$ cat config.mk
export PLATFORM = sky130hd
export DESIGN_NAME = onewire_bus_master_top
export DESIGN_NICKNAME = d
export VERILOG_FILES = /design/src/rtl/owm_pkg.sv /design/src/rtl/owm_core.sv /design/src/rtl/onewire_bus_master_top.sv
export SDC_FILE = /design/constraint.sdc
export NUM_CORES = 1
export LEC_CHECK = 0
export ABC_CLOCK_PERIOD_IN_PS = 11800
export BUFFER_PORTS_ARGS = -buffer_cell sky130_fd_sc_hd__buf_2
export CORE_UTILIZATION = 36
export DETAILED_ROUTE_END_ITERATION = 10
export SLEW_MARGIN = 20
export SYNTH_ARGS = -nofsm -noshare
export SYNTH_HDL_FRONTEND = slang
export SYNTH_HIERARCHICAL = 1
export SYNTH_SLANG_ARGS = --single-unit
$ cat constraint.sdc
create_clock -name clk -period 11.8 [get_ports clk]
set_input_delay 0.59 -clock clk [delete_from_list [all_inputs] [get_ports clk]]
set_output_delay 0.59 -clock clk [all_outputs]
set_load 0.05 [all_outputs]
$ cat src/rtl/owm_pkg.sv
// ----------------------------------------------------------------------------
// owm_pkg
// Shared types and constants for the 1-Wire bus master: command codes,
// sequencer phases, timing register indexes and reset values.
// ----------------------------------------------------------------------------
`default_nettype none

package owm_pkg;

    // Widths fixed by the item format
    localparam int CMD_W      = 3;
    localparam int BYTE_BITS  = 8;
    localparam int CFG_W      = 10;
    localparam int CFG_IDX_W  = 3;
    localparam int BIT_CNT_W  = $clog2(BYTE_BITS);

    // Command codes
    localparam logic [CMD_W-1:0] CMD_TICK   = 3'd0;
    localparam logic [CMD_W-1:0] CMD_RESET  = 3'd1;
    localparam logic [CMD_W-1:0] CMD_WBIT   = 3'd2;
    localparam logic [CMD_W-1:0] CMD_RBIT   = 3'd3;
    localparam logic [CMD_W-1:0] CMD_WBYTE  = 3'd4;
    localparam logic [CMD_W-1:0] CMD_RBYTE  = 3'd5;

    // Timing register indexes
    localparam logic [CFG_IDX_W-1:0] CFG_RESET_LOW  = 3'd0;
    localparam logic [CFG_IDX_W-1:0] CFG_PRES_WAIT  = 3'd1;
    localparam logic [CFG_IDX_W-1:0] CFG_RESET_TAIL = 3'd2;
    localparam logic [CFG_IDX_W-1:0] CFG_SHORT_LOW  = 3'd3;
    localparam logic [CFG_IDX_W-1:0] CFG_LONG_LOW   = 3'd4;
    localparam logic [CFG_IDX_W-1:0] CFG_SAMPLE_DLY = 3'd5;
    localparam logic [CFG_IDX_W-1:0] CFG_SLOT_LEN   = 3'd6;

    // Standard timing values in microseconds
    localparam logic [CFG_W-1:0] RST_RESET_LOW  = 10'd480;
    localparam logic [CFG_W-1:0] RST_PRES_WAIT  = 10'd70;
    localparam logic [CFG_W-1:0] RST_RESET_TAIL = 10'd410;
    localparam logic [CFG_W-1:0] RST_SHORT_LOW  = 10'd6;
    localparam logic [CFG_W-1:0] RST_LONG_LOW   = 10'd60;
    localparam logic [CFG_W-1:0] RST_SAMPLE_DLY = 10'd9;
    localparam logic [CFG_W-1:0] RST_SLOT_LEN   = 10'd70;

    // Sequencer phases
    typedef enum logic [2:0] {
        PH_IDLE  = 3'd0,
        PH_RLOW  = 3'd1,
        PH_RWAIT = 3'd2,
        PH_RTAIL = 3'd3,
        PH_SLOW  = 3'd4,
        PH_SREL  = 3'd5
    } phase_t;

    // Timing register file
    typedef struct packed {
        logic [CFG_W-1:0] reset_low_time;
        logic [CFG_W-1:0] presence_wait;
        logic [CFG_W-1:0] reset_tail;
        logic [CFG_W-1:0] short_low_time;
        logic [CFG_W-1:0] long_low_time;
        logic [CFG_W-1:0] sample_delay;
        logic [CFG_W-1:0] slot_length;
    } cfg_t;

    // One result item
    typedef struct packed {
        logic                 drive_low;
        logic                 busy_res;
        logic                 done_res;
        logic                 presence;
        logic [BYTE_BITS-1:0] read_data;
        logic                 rejected;
    } res_t;

endpackage

`default_nettype wire

$ cat src/rtl/owm_core.sv
// ----------------------------------------------------------------------------
// owm_core
// Bus sequencer: phase, microsecond timer, bit counter and shift register,
// advanced by one item per enabled cycle, with the result of that item.
// ----------------------------------------------------------------------------
`default_nettype none

module owm_core #(
    parameter int TIMER_WIDTH = 10
) (
    input  wire logic                          clk,
    input  wire logic                          rst_n,
    input  wire logic                          step_en,
    input  wire logic [owm_pkg::CMD_W-1:0]     cmd,
    input  wire logic [owm_pkg::BYTE_BITS-1:0] write_data,
    input  wire logic                          line_level,
    input  wire owm_pkg::cfg_t                 cfg,
    output owm_pkg::res_t                      res
);

    localparam int CW = (TIMER_WIDTH > owm_pkg::CFG_W) ? TIMER_WIDTH : owm_pkg::CFG_W;
    localparam logic [CW-1:0]          TMAX_C = CW'({TIMER_WIDTH{1'b1}});
    localparam logic [TIMER_WIDTH-1:0] TMAX_T = {TIMER_WIDTH{1'b1}};
    localparam logic [TIMER_WIDTH-1:0] ONE_T  = TIMER_WIDTH'(1);
    localparam logic [owm_pkg::BIT_CNT_W-1:0] LAST_BIT =
        owm_pkg::BIT_CNT_W'(owm_pkg::BYTE_BITS - 1);

    // Timing value: zero acts as one, clipped to the timer range
    function automatic logic [TIMER_WIDTH-1:0] span(input logic [owm_pkg::CFG_W-1:0] v);
        logic [CW-1:0] x;
        x = CW'(v);
        if (x == '0)
        begin
            x = CW'(1);
        end
        if (x > TMAX_C)
        begin
            x = TMAX_C;
        end
        return x[TIMER_WIDTH-1:0];
    endfunction

    owm_pkg::phase_t                 phase_reg, phase_next;
    logic [owm_pkg::CMD_W-1:0]       op_reg, op_next;
    logic [TIMER_WIDTH-1:0]          timer_reg, timer_next;
    logic [owm_pkg::BIT_CNT_W-1:0]   bit_cnt_reg, bit_cnt_next;
    logic [owm_pkg::BYTE_BITS-1:0]   shift_reg, shift_next;
    logic                            presence_reg, presence_next;

    logic                            is_read;
    logic                            is_byte;
    logic [TIMER_WIDTH-1:0]          timer_inc;
    logic [TIMER_WIDTH-1:0]          low_t;
    logic [TIMER_WIDTH-1:0]          slot_t;
    logic [TIMER_WIDTH-1:0]          samp_t;
    logic [TIMER_WIDTH-1:0]          rel_base;
    logic [TIMER_WIDTH-1:0]          rel_t;
    logic                            sample_hit;
    logic [owm_pkg::BYTE_BITS-1:0]   shift_sampled;
    logic                            is_cmd;
    logic                            done_flag;
    logic                            rej_flag;
    logic [owm_pkg::BYTE_BITS-1:0]   rd_byte;

    // Slot timing derived from the current operation
    assign is_read = (op_reg == owm_pkg::CMD_RBIT) || (op_reg == owm_pkg::CMD_RBYTE);
    assign is_byte = (op_reg == owm_pkg::CMD_WBYTE) || (op_reg == owm_pkg::CMD_RBYTE);
    assign timer_inc = (timer_reg == TMAX_T) ? timer_reg : timer_reg + ONE_T;
    assign low_t  = span((is_read || shift_reg[0]) ? cfg.short_low_time : cfg.long_low_time);
    assign slot_t = span(cfg.slot_length);
    assign samp_t = span(cfg.sample_delay);
    assign rel_base = (slot_t > low_t) ? slot_t - low_t : ONE_T;
    assign rel_t = (is_read && (samp_t > rel_base)) ? samp_t : rel_base;

    // Read sample lands in the shift register, LSB first
    assign sample_hit = is_read && (timer_inc == samp_t);
    assign shift_sampled = !sample_hit ? shift_reg
                         : (op_reg == owm_pkg::CMD_RBIT)
                           ? {{(owm_pkg::BYTE_BITS-1){1'b0}}, line_level}
                           : {line_level, shift_reg[owm_pkg::BYTE_BITS-1:1]};

    assign is_cmd = (cmd == owm_pkg::CMD_RESET) || (cmd == owm_pkg::CMD_WBIT)
                 || (cmd == owm_pkg::CMD_RBIT)  || (cmd == owm_pkg::CMD_WBYTE)
                 || (cmd == owm_pkg::CMD_RBYTE);

    // Next state
    always_comb
    begin
        phase_next    = phase_reg;
        op_next       = op_reg;
        timer_next    = timer_reg;
        bit_cnt_next  = bit_cnt_reg;
        shift_next    = shift_reg;
        presence_next = presence_reg;
        done_flag     = 1'b0;
        rej_flag      = 1'b0;
        rd_byte       = '0;
        if (is_cmd)
        begin
            if (phase_reg != owm_pkg::PH_IDLE)
            begin
                rej_flag = 1'b1;
            end
            else
            begin
                op_next      = cmd;
                timer_next   = '0;
                bit_cnt_next = '0;
                if (cmd == owm_pkg::CMD_RESET)
                begin
                    phase_next = owm_pkg::PH_RLOW;
                end
                else
                begin
                    phase_next = owm_pkg::PH_SLOW;
                    if (cmd == owm_pkg::CMD_WBIT)
                    begin
                        shift_next = {{(owm_pkg::BYTE_BITS-1){1'b0}}, write_data[0]};
                    end
                    else if (cmd == owm_pkg::CMD_WBYTE)
                    begin
                        shift_next = write_data;
                    end
                    else
                    begin
                        shift_next = '0;
                    end
                end
            end
        end
        else if ((cmd == owm_pkg::CMD_TICK) && (phase_reg != owm_pkg::PH_IDLE))
        begin
            timer_next = timer_inc;
            unique case (phase_reg)
                owm_pkg::PH_RLOW:
                begin
                    if (timer_inc >= span(cfg.reset_low_time))
                    begin
                        phase_next = owm_pkg::PH_RWAIT;
                        timer_next = '0;
                    end
                end
                owm_pkg::PH_RWAIT:
                begin
                    if (timer_inc >= span(cfg.presence_wait))
                    begin
                        presence_next = ~line_level;
                        phase_next    = owm_pkg::PH_RTAIL;
                        timer_next    = '0;
                    end
                end
                owm_pkg::PH_RTAIL:
                begin
                    if (timer_inc >= span(cfg.reset_tail))
                    begin
                        phase_next = owm_pkg::PH_IDLE;
                        timer_next = '0;
                        done_flag  = 1'b1;
                    end
                end
                owm_pkg::PH_SLOW:
                begin
                    if (timer_inc >= low_t)
                    begin
                        phase_next = owm_pkg::PH_SREL;
                        timer_next = '0;
                    end
                end
                owm_pkg::PH_SREL:
                begin
                    shift_next = shift_sampled;
                    if (timer_inc >= rel_t)
                    begin
                        timer_next = '0;
                        if (op_reg == owm_pkg::CMD_WBYTE)
                        begin
                            shift_next = shift_sampled >> 1;
                        end
                        if (is_byte && (bit_cnt_reg != LAST_BIT))
                        begin
                            bit_cnt_next = bit_cnt_reg + 1'b1;
                            phase_next   = owm_pkg::PH_SLOW;
                        end
                        else
                        begin
                            phase_next = owm_pkg::PH_IDLE;
                            done_flag  = 1'b1;
                            if (is_read)
                            begin
                                rd_byte = shift_sampled;
                            end
                        end
                    end
                end
                default:
                begin
                    phase_next = phase_reg;
                end
            endcase
        end
    end

    // Result item
    always_comb
    begin
        res.drive_low = (phase_next == owm_pkg::PH_RLOW) || (phase_next == owm_pkg::PH_SLOW);
        res.busy_res  = (phase_next != owm_pkg::PH_IDLE);
        res.done_res  = done_flag;
        res.presence  = presence_next;
        res.read_data = rd_byte;
        res.rejected  = rej_flag;
    end

    // State registers
    always_ff @(posedge clk or negedge rst_n)
    begin
        if (!rst_n)
        begin
            phase_reg    <= owm_pkg::PH_IDLE;
            op_reg       <= '0;
            timer_reg    <= '0;
            bit_cnt_reg  <= '0;
            shift_reg    <= '0;
            presence_reg <= 1'b0;
        end
        else if (step_en)
        begin
            phase_reg    <= phase_next;
            op_reg       <= op_next;
            timer_reg    <= timer_next;
            bit_cnt_reg  <= bit_cnt_next;
            shift_reg    <= shift_next;
            presence_reg <= presence_next;
        end
    end

endmodule

`default_nettype wire

$ cat src/rtl/onewire_bus_master_top.sv
// ----------------------------------------------------------------------------
// onewire_bus_master_top
// 1-Wire bus master. Each input item is a one-microsecond tick with the
// sampled bus level, or a reset / bit / byte command.
// ----------------------------------------------------------------------------
// Usage:
//  - Input channel (in_valid/in_ready): cmd, write_data, line_level. Send one
//    tick item per microsecond; commands go in between ticks.
//  - Output channel (out_valid/out_ready): one result item per input item,
//    in order. drive_low applies to the microsecond after that item.
//  - Config channel (cfg_valid/cfg_ready): cfg_index selects a timing
//    register, cfg_data is written. Always ready. Write only while idle.
//  - Path: an accepted item is registered in the input stage, then stepped
//    through the sequencer into the output register and offered from there.
//  - Throughput: one item per cycle while the output is not stalled; the
//    sequencer state update is combinational, so items flow back to back.
//  - Reset: sequencer idle, timing registers at standard values, presence
//    cleared, both pipeline stages empty.
//  - Output stall: the output register holds; the input stage holds one
//    more item, after which in_ready drops until out_ready returns.
// ----------------------------------------------------------------------------
`default_nettype none

module onewire_bus_master_top #(
    parameter int TIMER_WIDTH = 10
) (
    input  wire logic                              clk,
    input  wire logic                              rst_n,
    // item input
    input  wire logic                              in_valid,
    output logic                                   in_ready,
    input  wire logic [owm_pkg::CMD_W-1:0]         cmd,
    input  wire logic [owm_pkg::BYTE_BITS-1:0]     write_data,
    input  wire logic                              line_level,
    // result output
    output logic                                   out_valid,
    input  wire logic                              out_ready,
    output logic                                   drive_low,
    output logic                                   busy_res,
    output logic                                   done_res,
    output logic                                   presence,
    output logic [owm_pkg::BYTE_BITS-1:0]          read_data,
    output logic                                   rejected,
    // timing registers
    input  wire logic                              cfg_valid,
    output logic                                   cfg_ready,
    input  wire logic [owm_pkg::CFG_IDX_W-1:0]     cfg_index,
    input  wire logic [owm_pkg::CFG_W-1:0]         cfg_data
);

    owm_pkg::cfg_t                   cfg_reg;
    logic                            s1_valid_reg;
    logic [owm_pkg::CMD_W-1:0]       s1_cmd_reg;
    logic [owm_pkg::BYTE_BITS-1:0]   s1_wd_reg;
    logic                            s1_lvl_reg;
    logic                            out_valid_reg;
    owm_pkg::res_t                   out_res_reg;
    owm_pkg::res_t                   step_res;
    logic                            advance;

    // Pipeline handshake
    assign advance   = s1_valid_reg && (!out_valid_reg || out_ready);
    assign in_ready  = !s1_valid_reg || advance;
    assign cfg_ready = 1'b1;

    // Timing register writes
    always_ff @(posedge clk or negedge rst_n)
    begin
        if (!rst_n)
        begin
            cfg_reg.reset_low_time <= owm_pkg::RST_RESET_LOW;
            cfg_reg.presence_wait  <= owm_pkg::RST_PRES_WAIT;
            cfg_reg.reset_tail     <= owm_pkg::RST_RESET_TAIL;
            cfg_reg.short_low_time <= owm_pkg::RST_SHORT_LOW;
            cfg_reg.long_low_time  <= owm_pkg::RST_LONG_LOW;
            cfg_reg.sample_delay   <= owm_pkg::RST_SAMPLE_DLY;
            cfg_reg.slot_length    <= owm_pkg::RST_SLOT_LEN;
        end
        else if (cfg_valid && cfg_ready)
        begin
            unique case (cfg_index)
                owm_pkg::CFG_RESET_LOW:  cfg_reg.reset_low_time <= cfg_data;
                owm_pkg::CFG_PRES_WAIT:  cfg_reg.presence_wait  <= cfg_data;
                owm_pkg::CFG_RESET_TAIL: cfg_reg.reset_tail     <= cfg_data;
                owm_pkg::CFG_SHORT_LOW:  cfg_reg.short_low_time <= cfg_data;
                owm_pkg::CFG_LONG_LOW:   cfg_reg.long_low_time  <= cfg_data;
                owm_pkg::CFG_SAMPLE_DLY: cfg_reg.sample_delay   <= cfg_data;
                owm_pkg::CFG_SLOT_LEN:   cfg_reg.slot_length    <= cfg_data;
                default:                 cfg_reg <= cfg_reg;
            endcase
        end
    end

    // Input stage valid
    always_ff @(posedge clk or negedge rst_n)
    begin
        if (!rst_n)
        begin
            s1_valid_reg <= 1'b0;
        end
        else if (in_ready)
        begin
            s1_valid_reg <= in_valid;
        end
    end

    // Input stage payload
    always_ff @(posedge clk)
    begin
        if (in_valid && in_ready)
        begin
            s1_cmd_reg <= cmd;
            s1_wd_reg  <= write_data;
            s1_lvl_reg <= line_level;
        end
    end

    // Sequencer
    owm_core #(
        .TIMER_WIDTH (TIMER_WIDTH)
    ) u_core (
        .clk        (clk),
        .rst_n      (rst_n),
        .step_en    (advance),
        .cmd        (s1_cmd_reg),
        .write_data (s1_wd_reg),
        .line_level (s1_lvl_reg),
        .cfg        (cfg_reg),
        .res        (step_res)
    );

    // Output register valid
    always_ff @(posedge clk or negedge rst_n)
    begin
        if (!rst_n)
        begin
            out_valid_reg <= 1'b0;
        end
        else if (advance)
        begin
            out_valid_reg <= 1'b1;
        end
        else if (out_ready)
        begin
            out_valid_reg <= 1'b0;
        end
    end

    // Output register payload
    always_ff @(posedge clk)
    begin
        if (advance)
        begin
            out_res_reg <= step_res;
        end
    end

    assign out_valid  = out_valid_reg;
    assign drive_low  = out_res_reg.drive_low;
    assign busy_res   = out_res_reg.busy_res;
    assign done_res   = out_res_reg.done_res;
    assign presence   = out_res_reg.presence;
    assign read_data  = out_res_reg.read_data;
    assign rejected   = out_res_reg.rejected;

    // A rejected command leaves the sequencer busy
    assert property (@(posedge clk) disable iff (!rst_n)
        (out_valid_reg && out_res_reg.rejected) |-> out_res_reg.busy_res)
        else $error("rejected command while sequencer idle");

    // Completion coincides with return to idle
    assert property (@(posedge clk) disable iff (!rst_n)
        (out_valid_reg && out_res_reg.done_res) |-> !out_res_reg.busy_res)
        else $error("done reported while still busy");

    // Bus is driven only during an operation
    assert property (@(posedge clk) disable iff (!rst_n)
        (out_valid_reg && out_res_reg.drive_low) |-> out_res_reg.busy_res)
        else $error("bus driven low while idle");

    // Read data appears only on a completion
    assert property (@(posedge clk) disable iff (!rst_n)
        (out_valid_reg && (out_res_reg.read_data != '0)) |-> out_res_reg.done_res)
        else $error("read data outside a done item");

endmodule

`default_nettype wire

**After elaboration in Yosys (flattened, before gate mapping)**

Index checks and enable logic that the tools add are counted.

- Bits in registers: 125
- Input bits: 30

- Bitwise operators: 6
- Reduce and logical (&&, ||, !) cells: 46
- Add/sub/neg operators: 3
- Multiplexer cells: 82
- Equality and inequality tests: 26
- Order comparisons: 13

Operators with widths:

| operator | count |
|---|---|
| 2-to-1 mux 10 bit | 42 |
| 2-to-1 mux 8 bit | 11 |
| greater-than comparator 10 bit, second input constant | 6 |
| logical NOT 10 bit | 6 |
| greater-or-equal comparator 10 bit | 5 |
| one-hot mux 10 bit (5 select lines) | 1 |
| 2-to-1 mux 3 bit | 16 |
| == test 3 bit, second input constant | 10 |
| == test 3 x 2 -> 1 bit, second input constant | 7 |
| greater-than comparator 10 bit | 2 |
| one-hot mux 3 bit (5 select lines) | 1 |
| AND reduction 2 bit | 7 |
| == test 3 x 1 -> 1 bit, second input constant | 4 |
| adder 10 x 1 -> 10 bit, second input constant | 1 |
| == test 10 bit | 1 |
| == test 10 bit, second input constant | 1 |
| logical OR 1 bit | 10 |
| 2-to-1 mux 1 bit | 10 |
| nonzero test 2 bit | 5 |
| subtractor 10 bit | 1 |
| logical AND 1 bit | 6 |
| logical NOT 3 bit | 2 |
| NOT 1 bit | 6 |
| AND reduction 3 bit | 2 |
| other kinds (10) | 13 |

**Depth between registers and ports, before layout**

Gate-level depths: netlist (run 1).

- Word-level depth: 20
- Gate-level depth with buffers: 36
- Gate-level depth less buffers: 34

**Modules after synthesis**

Netlist (run 1), hierarchy kept.

By module, submodules not included:

| module | instances | area each (µm²) | cells each | sequential area each (µm²) |
|---|---|---|---|---|
| owm_core | 1 | 4875.9 | 637 | 700.7 |
| onewire_bus_master_top | 1 | 3667.3 | 189 | 2581.2 |

**Least setup slack after synthesis (run 1)**

No wires, ideal clock.

- Path kind: reg2reg
- Start: reg u_core/op_reg[1] (netlist bit)
- End: reg u_core.timer_reg[0]
- Data arrival time: 7.825 ns
- Required time: 11.699 ns
- Setup time: 0.101 ns
- Cell stages (with the launch flop): 35
- Buffers on the path: 1
- Period minus slack after synthesis: 7.926 ns
- Setup slack: 3.874 ns
- Path through: dfrtp_1 > nand2b_1 > a21boi_1 > nor2_1 > mux2i_1 > nand4_1 > o31ai_1 > ha_1 > inv_1 > fa_1 > a21o_1 > a21oi_1 > o21ai_0 > a21o_1 > a21oi_1 > o21ai_0 > clkbuf_1 > nand2_1 > ha_1 > and3_1 > nand2_1 > nor2_1 > a221oi_1 > o221ai_1 > and3_1 > inv_2 > mux2_2 > ha_1 > a211o_1 > a2111oi_0 > o31ai_1 > nor2b_1 > a211oi_1 > nand2_1 > o32ai_1

- Longest elaborated chain between the ends: 18
- Elaborated cells between the ends (all ways): 22
- Classes of those cells: 1 x add/sub; 5 x order compare; 2 x eq/ne; 10 x mux; 4 x reduce/logical

RTL lines:

| item | RTL line | RTL |
|---|---|---|
| start: declaration | owm_core.sv:44 | `logic [owm_pkg::CMD_W-1:0] op_reg, op_next;` |
| start signal: assignment | owm_core.sv:229 | `op_reg <= op_next;` |
| == test 3 x 2 -> 1 bit / == test 3 bit (equally long branches) | owm_core.sv:66 | `assign is_read = (op_reg == owm_pkg::CMD_RBIT) \|\| (op_reg == owm_pkg::CMD_RBYTE);` |
| logical OR 1 bit (*) | owm_core.sv:66 |  |
| logical OR 1 bit | owm_core.sv:69 | `assign low_t = span((is_read \|\| shift_reg[0]) ? cfg.short_low_time : cfg.long_low_time);` |
| 2-to-1 mux 10 bit | owm_core.sv:69 |  |
| logical NOT 10 bit | owm_core.sv:32 | `if (x == '0)` |
| 2-to-1 mux 10 bit | owm_core.sv:32 |  |
| greater-than comparator 10 bit | owm_core.sv:36 | `if (x > TMAX_C)` |
| 2-to-1 mux 10 bit | owm_core.sv:36 |  |
| [2 not listed] | n/a |  |
| greater-than comparator 10 bit | owm_core.sv:73 | `assign rel_t = (is_read && (samp_t > rel_base)) ? samp_t : rel_base;` |
| logical AND 1 bit | owm_core.sv:73 |  |
| 2-to-1 mux 10 bit | owm_core.sv:73 |  |
| greater-or-equal comparator 10 bit | owm_core.sv:172 | `if (timer_inc >= rel_t)` |
| 2-to-1 mux 10 bit | owm_core.sv:172 |  |
| one-hot mux 10 bit (5 select lines) (*) | owm_core.sv:134 | `unique case (phase_reg)` |
| 2-to-1 mux 10 bit (*) | owm_core.sv:131 | `else if ((cmd == owm_pkg::CMD_TICK) && (phase_reg != owm_pkg::PH_IDLE))` |
| 2-to-1 mux 10 bit (*) | owm_core.sv:98 | `if (is_cmd)` |
| end signal: assignment | owm_core.sv:230 | `timer_reg <= timer_next;` |
| end: declaration | owm_core.sv:45 | `logic [TIMER_WIDTH-1:0] timer_reg, timer_next;` |

Mark *: on every way between the ends. The rest lies on a longest branch, timed or not. The select of a mux whose other input is x is not followed.
A chain may end at the register's enable or synchronous reset.

**Final worst setup path (run 1)**

Same ends and word-level chain as after synthesis.

==> impl_metrics.toml, run 1 <==
[worst_setup_path]
crit_type = "flip-flop to flip-flop"
critPathSlowestCell = "nor2_2"
critical_path.max_stage_delay_ps = 610
cp-start-kind = "flip-flop"
arrival_ps = 9350
critPathCaptureType = "flip-flop"
crit_required_ps = 12110
crit_fanout = 12

[clocking]
clock_latency_ps = 420
cts_setup_buffers = 0
cts-htree-levels = 4
cts_tree = "done"
clk_pin_slew_ps = 70
clockBufferDepth = 2
cts_resized = 0
cts-hold-fix-buffers = 0
clockRootBuffer = "clkbuf_16"
cts_sinks = 125
numCtsBuffers = 17

[floorplanning]
initial_core_util = 0.365
die-area_mm2 = 0.0244
design.core.area_mm2 = 0.0234
die_x_um = 156
rows = 56
die_h_um = 156
num_io_pins = 46

[routing]
route.met2.wl_um = 9690
top_layer = "met4"
met3WireLength_um = 1160
drt_first_pass_iters = 5
drt-met1-wl_um = 10100
num_vias = 6370
routed_via_density = 5.41
drt_wl_total_um = 21400
route.detailed.drc = 0
initialDrtViolationCount = 441
detail_route.wl_per_cell_um = 18.1
ant_nets = 0

[timing]
rsz0062_at_grt = "no"
finalMaxSlewViolations = 0
finalSetupTns_ps = 0
setup_viol = 0
tightest_slew_ps = 1040
timing.slew.headroom = 0.299
period_needed_ps = 9040
finalCritPeriodShare = 0.766
hold-worst-slack_ps = 176
final.setup_skew_ps = 13.1
finalHoldViolations = 0
fmax_ghz = 0.111

[yosys]
ys_types = 80
async_flop_share = 0.800
synth_edf_count = 25
avgSynthCellArea_um2 = 10.3
netlist_area_mm2 = 0.00854
ys_ff_latch = 125
ys_warn_count = 6
synth_nets = 930
ys_seq_area_frac = 0.384
yosys_most_used_dff = "dfrtp_1"
syn_inst = 826

[power]
ir_drop_uv = 110
finalPower_uw = 2060
switching_power_uw = 810
power-per-cell-area_mw_per_mm2 = 215
seqPwrFrac = 0.303
clockPowerShare = 0.271
power_frac_comb = 0.426
internal-power_uw = 1250
sw_frac_of_total = 0.393
p_leak_uw = 0.00422

[placement]
post_dp_cell_area_mm2 = 0.00897
gp_congestion = 0.896
place_hpwl_um = 15700
io_buffers = 44

[finish]
fillers = 2288
mostFrequentLayoutCells = "dfrtp_1 (77), ha_1 (73), nand2_1 (59), mux2_2 (56), inv_1 (56)"
n_antenna_cell = 0
nNetsFinal = 950
final_common_cell = "dfrtp_1"
largest_reg_flops = 70
final_cell_area_mm2 = 0.00960
drive_gt1_frac = 0.244
area_delta_synth_final_pct = 12.4
postLayoutCoreUtil = 0.410

[global_routing]
grt_usage = 0.186
grt_antenna_before_repair = 0
grt_max_degree = 54
grt_pass1_wl_um = 34600
overflow = 0
grt_pass1_vias = 6173

[outcome]
status = "finished clean"

[min_path]
hold_path.class = "input port to asynchronous set/reset pin"

[job]
drv_cap = 0
## per-layer routing
| layer | track usage | up-vias |
|---|---|---|
| li1 | - | 3078 |
| met1 | 0.257 | 3109 |
| met2 | 0.283 | 159 |
| met4 | 0.0584 | 0 |
| met3 | 0.0486 | 24 |
| met5 | 0 | - |
## critical path, delay by kind of cell, from the launching register on
| kind | cells | cell delay [ps] |
|---|---|---|
| fa+ha+maj | 4 | 1180 |
| compound gates | 16 | 4030 |
| mux | 2 | 860 |
| flops | 1 | 380 |
| simple gates | 10 | 2260 |
| buf+inv | 2 | 220 |
## cell type report
class | count | area, um2 | share of cell area
clock buffer | 18 | 450 | 0.0469
clock inverter | 14 | 168 | 0.0175
inverter | 57 | 214 | 0.0223
multi-input combinational | 596 | 4830 | 0.503
sequential | 125 | 3280 | 0.342
tap | 319 | 399 | 0.0416
timing repair buffer | 49 | 260 | 0.0271
## synth_stat cells (5+ instances only)
master,number,area share
mux2_2,56,0.074
o211ai_1,10,0.0088
mux2i_1,20,0.023
nand4_1,14,0.010
nand3b_1,6,0.0053
buf_4,5,0.0044
ha_1,73,0.11
nor2_1,40,0.018
xnor2_1,8,0.0082
xor2_1,8,0.0082
a21o_1,12,0.011
nor3_1,18,0.011
mux2_4,30,0.053
and2_1,11,0.0081
dfrtp_1,77,0.23
a31oi_1,7,0.0051
edfxtp_1,25,0.088
nor2b_1,10,0.0073
dfstp_2,23,0.071
nand2b_1,12,0.0088
inv_1,56,0.025
o21a_1,9,0.0079
buf_2,10,0.0059
nand3_1,19,0.011
nor4_1,7,0.0051
o31ai_1,6,0.0053
a21oi_1,35,0.021
o21ai_0,25,0.015
nand2_1,59,0.026
clkbuf_1,30,0.013
and3_1,6,0.0044
a22o_1,6,0.0062
## power groups by stage
stage	logic, uW	registers, uW	clock network, uW
3_3_place_gp	853	632	0
4_1_cts	870	625	567
5_1_grt	982	638	587
6_report	878	626	559
3_5_place_dp	866	632	0
2_1_floorplan	673	601	0
## stage by stage
stage               setup WS [ps]  std cells
floorplan                    3870        826
global placement             2690       1146
detailed placement           2440       1146
CTS                          2380       1178
global route                 1980       1178
finish                       2760       1178
## logic make-up (layout without fill, tap and decap cells)
family | Yosys count | in the layout | share of synthesized area
fa+ha+maj | 74 | 74 | 0.109
other cells | 1 | 1 | 0.000439
simple gates | 227 | 227 | 0.146
buf+inv | 105 | 138 | 0.0524
mux | 106 | 106 | 0.150
flops | 125 | 125 | 0.384
compound gates | 172 | 172 | 0.141
xor+xnor | 16 | 16 | 0.0164
## path summary, 6_finish.rpt
kind | start | end | slack, ps | cells after the start
max in group asynchronous | rst_n | cfg_reg[5]$_DFFE_PN0P_ | 10500 | 2
max | u_core/op_reg[1]$_DFFE_PN0P_ | u_core/timer_reg[0]$_DFFE_PN0P_ | 2760 | 34
min | rst_n | u_core/shift_reg[3]$_DFFE_PN0P_ | 180 | 1
max reg2reg | u_core/op_reg[1]$_DFFE_PN0P_ | u_core/timer_reg[0]$_DFFE_PN0P_ | 2760 | 34
min reg2reg | s1_valid_reg$_DFFE_PN0P_ | out_valid$_DFFE_PN0P_ | 490 | 1
min in group clk | write_data[6] | s1_wd_reg[6]$_DFFE_PP_ | 340 | 1
Note: power is estimated with default switching activity, not from simulation.
==> run 2, diff against run 1 <==
Settings changed: ABC_CLOCK_PERIOD_IN_PS 11800 to 9200.
Clock period 11.8 ns to 9.2 ns, I/O delays scaled along.
==> run 2 against run 1 <==
Effect of this change:
- clock skew grew 1.9 ps
- wire length fell by 0.84%
- critical path depth up 2
- register-to-register slack worse by 2000 ps
- first-iteration DRC count down 12%
- die area is the same
- critical path type unchanged
==> impl_metrics.toml, run 2 (synthesis gave the netlist of run 1 again) <==
[timing]
final.setup_skew_ps = 15.0
finalMaxSlewViolations = 0
timing.slew.headroom = 0.301
finalSetupTns_ps = 0
rsz0062_at_grt = "no"
setup_viol = 0
finalCritPeriodShare = 0.922
hold-worst-slack_ps = 22.6
tightest_slew_ps = 1040
fmax_ghz = 0.118
setup_slack_ps = 715
finalHoldViolations = 0
period_needed_ps = 8490

[clocking]
clock_latency_ps = 420
cts_sinks = 125
numCtsBuffers = 17
clk_pin_slew_ps = 60
clockBufferDepth = 2
clockRootBuffer = "clkbuf_16"
cts_tree = "done"
cts_setup_buffers = 0
cts-htree-levels = 4

[finish]
drive_gt1_frac = 0.249
seq_area_mm2 = 0.00328
nNetsFinal = 956
area_delta_synth_final_pct = 12.7
final_common_cell = "dfrtp_1"
largest_reg_flops = 70
mostFrequentLayoutCells = "dfrtp_1 (77), ha_1 (73), nand2_1 (59), mux2_2 (56), inv_1 (56)"
instances_no_fill = 1184
fillers = 2287
multi_input_area_mm2 = 0.00483
n_antenna_cell = 0

[placement]
gp_congestion = 0.900
pre_cts_ws_ps = 590
place_hpwl_um = 15500
io_buffers = 44
dp.cells = 1152

[job]
drv_cap = 0

[worst_setup_path]
critical_path.max_stage_delay_ps = 520
crit_fanout = 12
reg2regPathDepth = 36
cp-start-kind = "flip-flop"
critPathBufInv = 5
critPathSlowestCell = "a2111oi_0"
rrSetupSlack_ps = 710
crit_type = "flip-flop to flip-flop"
crit_required_ps = 9510
crit_family = "compound AO/OA/AOI/OAI gates"
rr_startpoint = "u_core/op_reg[1]$_DFFE_PN0P_"
r2r_end = "u_core/timer_reg[0]$_DFFE_PN0P_"
arrival_ps = 8790
critPathCaptureType = "flip-flop"

[global_routing]
grt_pass1_wl_um = 34300
grt_pass1_vias = 6071
grt_max_degree = 62
grt_util_met3 = 0.0369
grtUsageMet2 = 0.276
top_usage_layer = "met2"
grt_antenna_before_repair = 0
globalRouteMet1Util = 0.264
grt_usage = 0.183
overflow = 0

[floorplanning]
rows = 56
initial_core_util = 0.365
die-area_mm2 = 0.0244
die_h_um = 156
die_x_um = 156
num_io_pins = 46
design.core.area_mm2 = 0.0234

[power]
p_leak_uw = 0.00424
power_frac_comb = 0.435
finalPower_uw = 2640
clockPowerShare = 0.262
internal-power_uw = 1600
power-per-cell-area_mw_per_mm2 = 274
ir_drop_uv = 149
switching_power_uw = 1040
seqPwrFrac = 0.303
sw_frac_of_total = 0.393

[routing]
initialDrtViolationCount = 389
drt_wl_total_um = 21200
drt_first_pass_iters = 5
detail_route.wl_per_cell_um = 17.9
num_vias = 6409
routed_via_density = 5.41
ant_nets = 0
route.detailed.drc = 0

[outcome]
status = "finished clean"

[min_path]
hold_path.class = "input port to asynchronous set/reset pin"
==> run 2: through the flow <==
stage	utilization	area, um2
after floorplan	-	8540
after global placement	0.385	9010
after detailed placement	0.385	9010
after CTS	0.411	9610
after global routing	0.411	9630
final	0.411	9630
==> run 2: what timing repair did <==
action | 4_1_cts | 5_1_grt
resized for setup | 0 | 2
setup endpoints to repair | 0 | 15
hold buffers | 0 | 0
==> run 2: worst register-to-register path, delay by kind of cell, from the launching register on <==
kind	cells	cell delay [ps]
AOI/OAI and AO/OA	15	3670
buffers and inverters	5	780
DFF	1	370
adders and majority gates	4	1140
and+or+nand+nor	10	1550
muxes	2	820
==> run 2: routing by layer <==
| layer | wire length [um] | up-vias |
|---|---|---|
| met5 | 0 | - |
| met4 | 324 | 0 |
| met3 | 919 | 19 |
| met2 | 9460 | 151 |
| met1 | 10500 | 3147 |
| li1 | - | 3092 |
==> run 2: how the worst max path moves through the flow <==
stage | end | start | depth (start not counted)
finish | u_core/timer_reg[0]$_DFFE_PN0P_ | u_core/op_reg[1]$_DFFE_PN0P_ | 36
global route | u_core/timer_reg[0]$_DFFE_PN0P_ | u_core/op_reg[1]$_DFFE_PN0P_ | 36
CTS | read_data[7]$_DFFE_PP_ | u_core/op_reg[1]$_DFFE_PN0P_ | 35
detailed placement | read_data[7]$_DFFE_PP_ | u_core/op_reg[1]$_DFFE_PN0P_ | 35
global placement | read_data[6]$_DFFE_PP_ | u_core/op_reg[1]$_DFFE_PN0P_ | 35
floorplan | u_core/timer_reg[0]$_DFFE_PN0P_ | u_core/op_reg[1]$_DFFE_PN0P_ | 34
==> run 2: layout make-up <==
cell class	instances	area share
clock buffers	17	0.0442
clock inverters	15	0.0179
inverters	57	0.0222
multi-input cells	596	0.501
flip-flops and latches	125	0.341
well taps	319	0.0415
repair buffers	55	0.0317
==> run 2: power by group through the flow <==
stage / combinational [uW] / clock (uW) / sequential [uW]
6_report: 1150 / 691 / 800
5_1_grt: 1280 / 730 / 815
4_1_cts: 1130 / 705 / 798
3_5_place_dp: 1120 / 0 / 807
3_3_place_gp: 1110 / 0 / 807
2_1_floorplan: 864 / 0 / 771
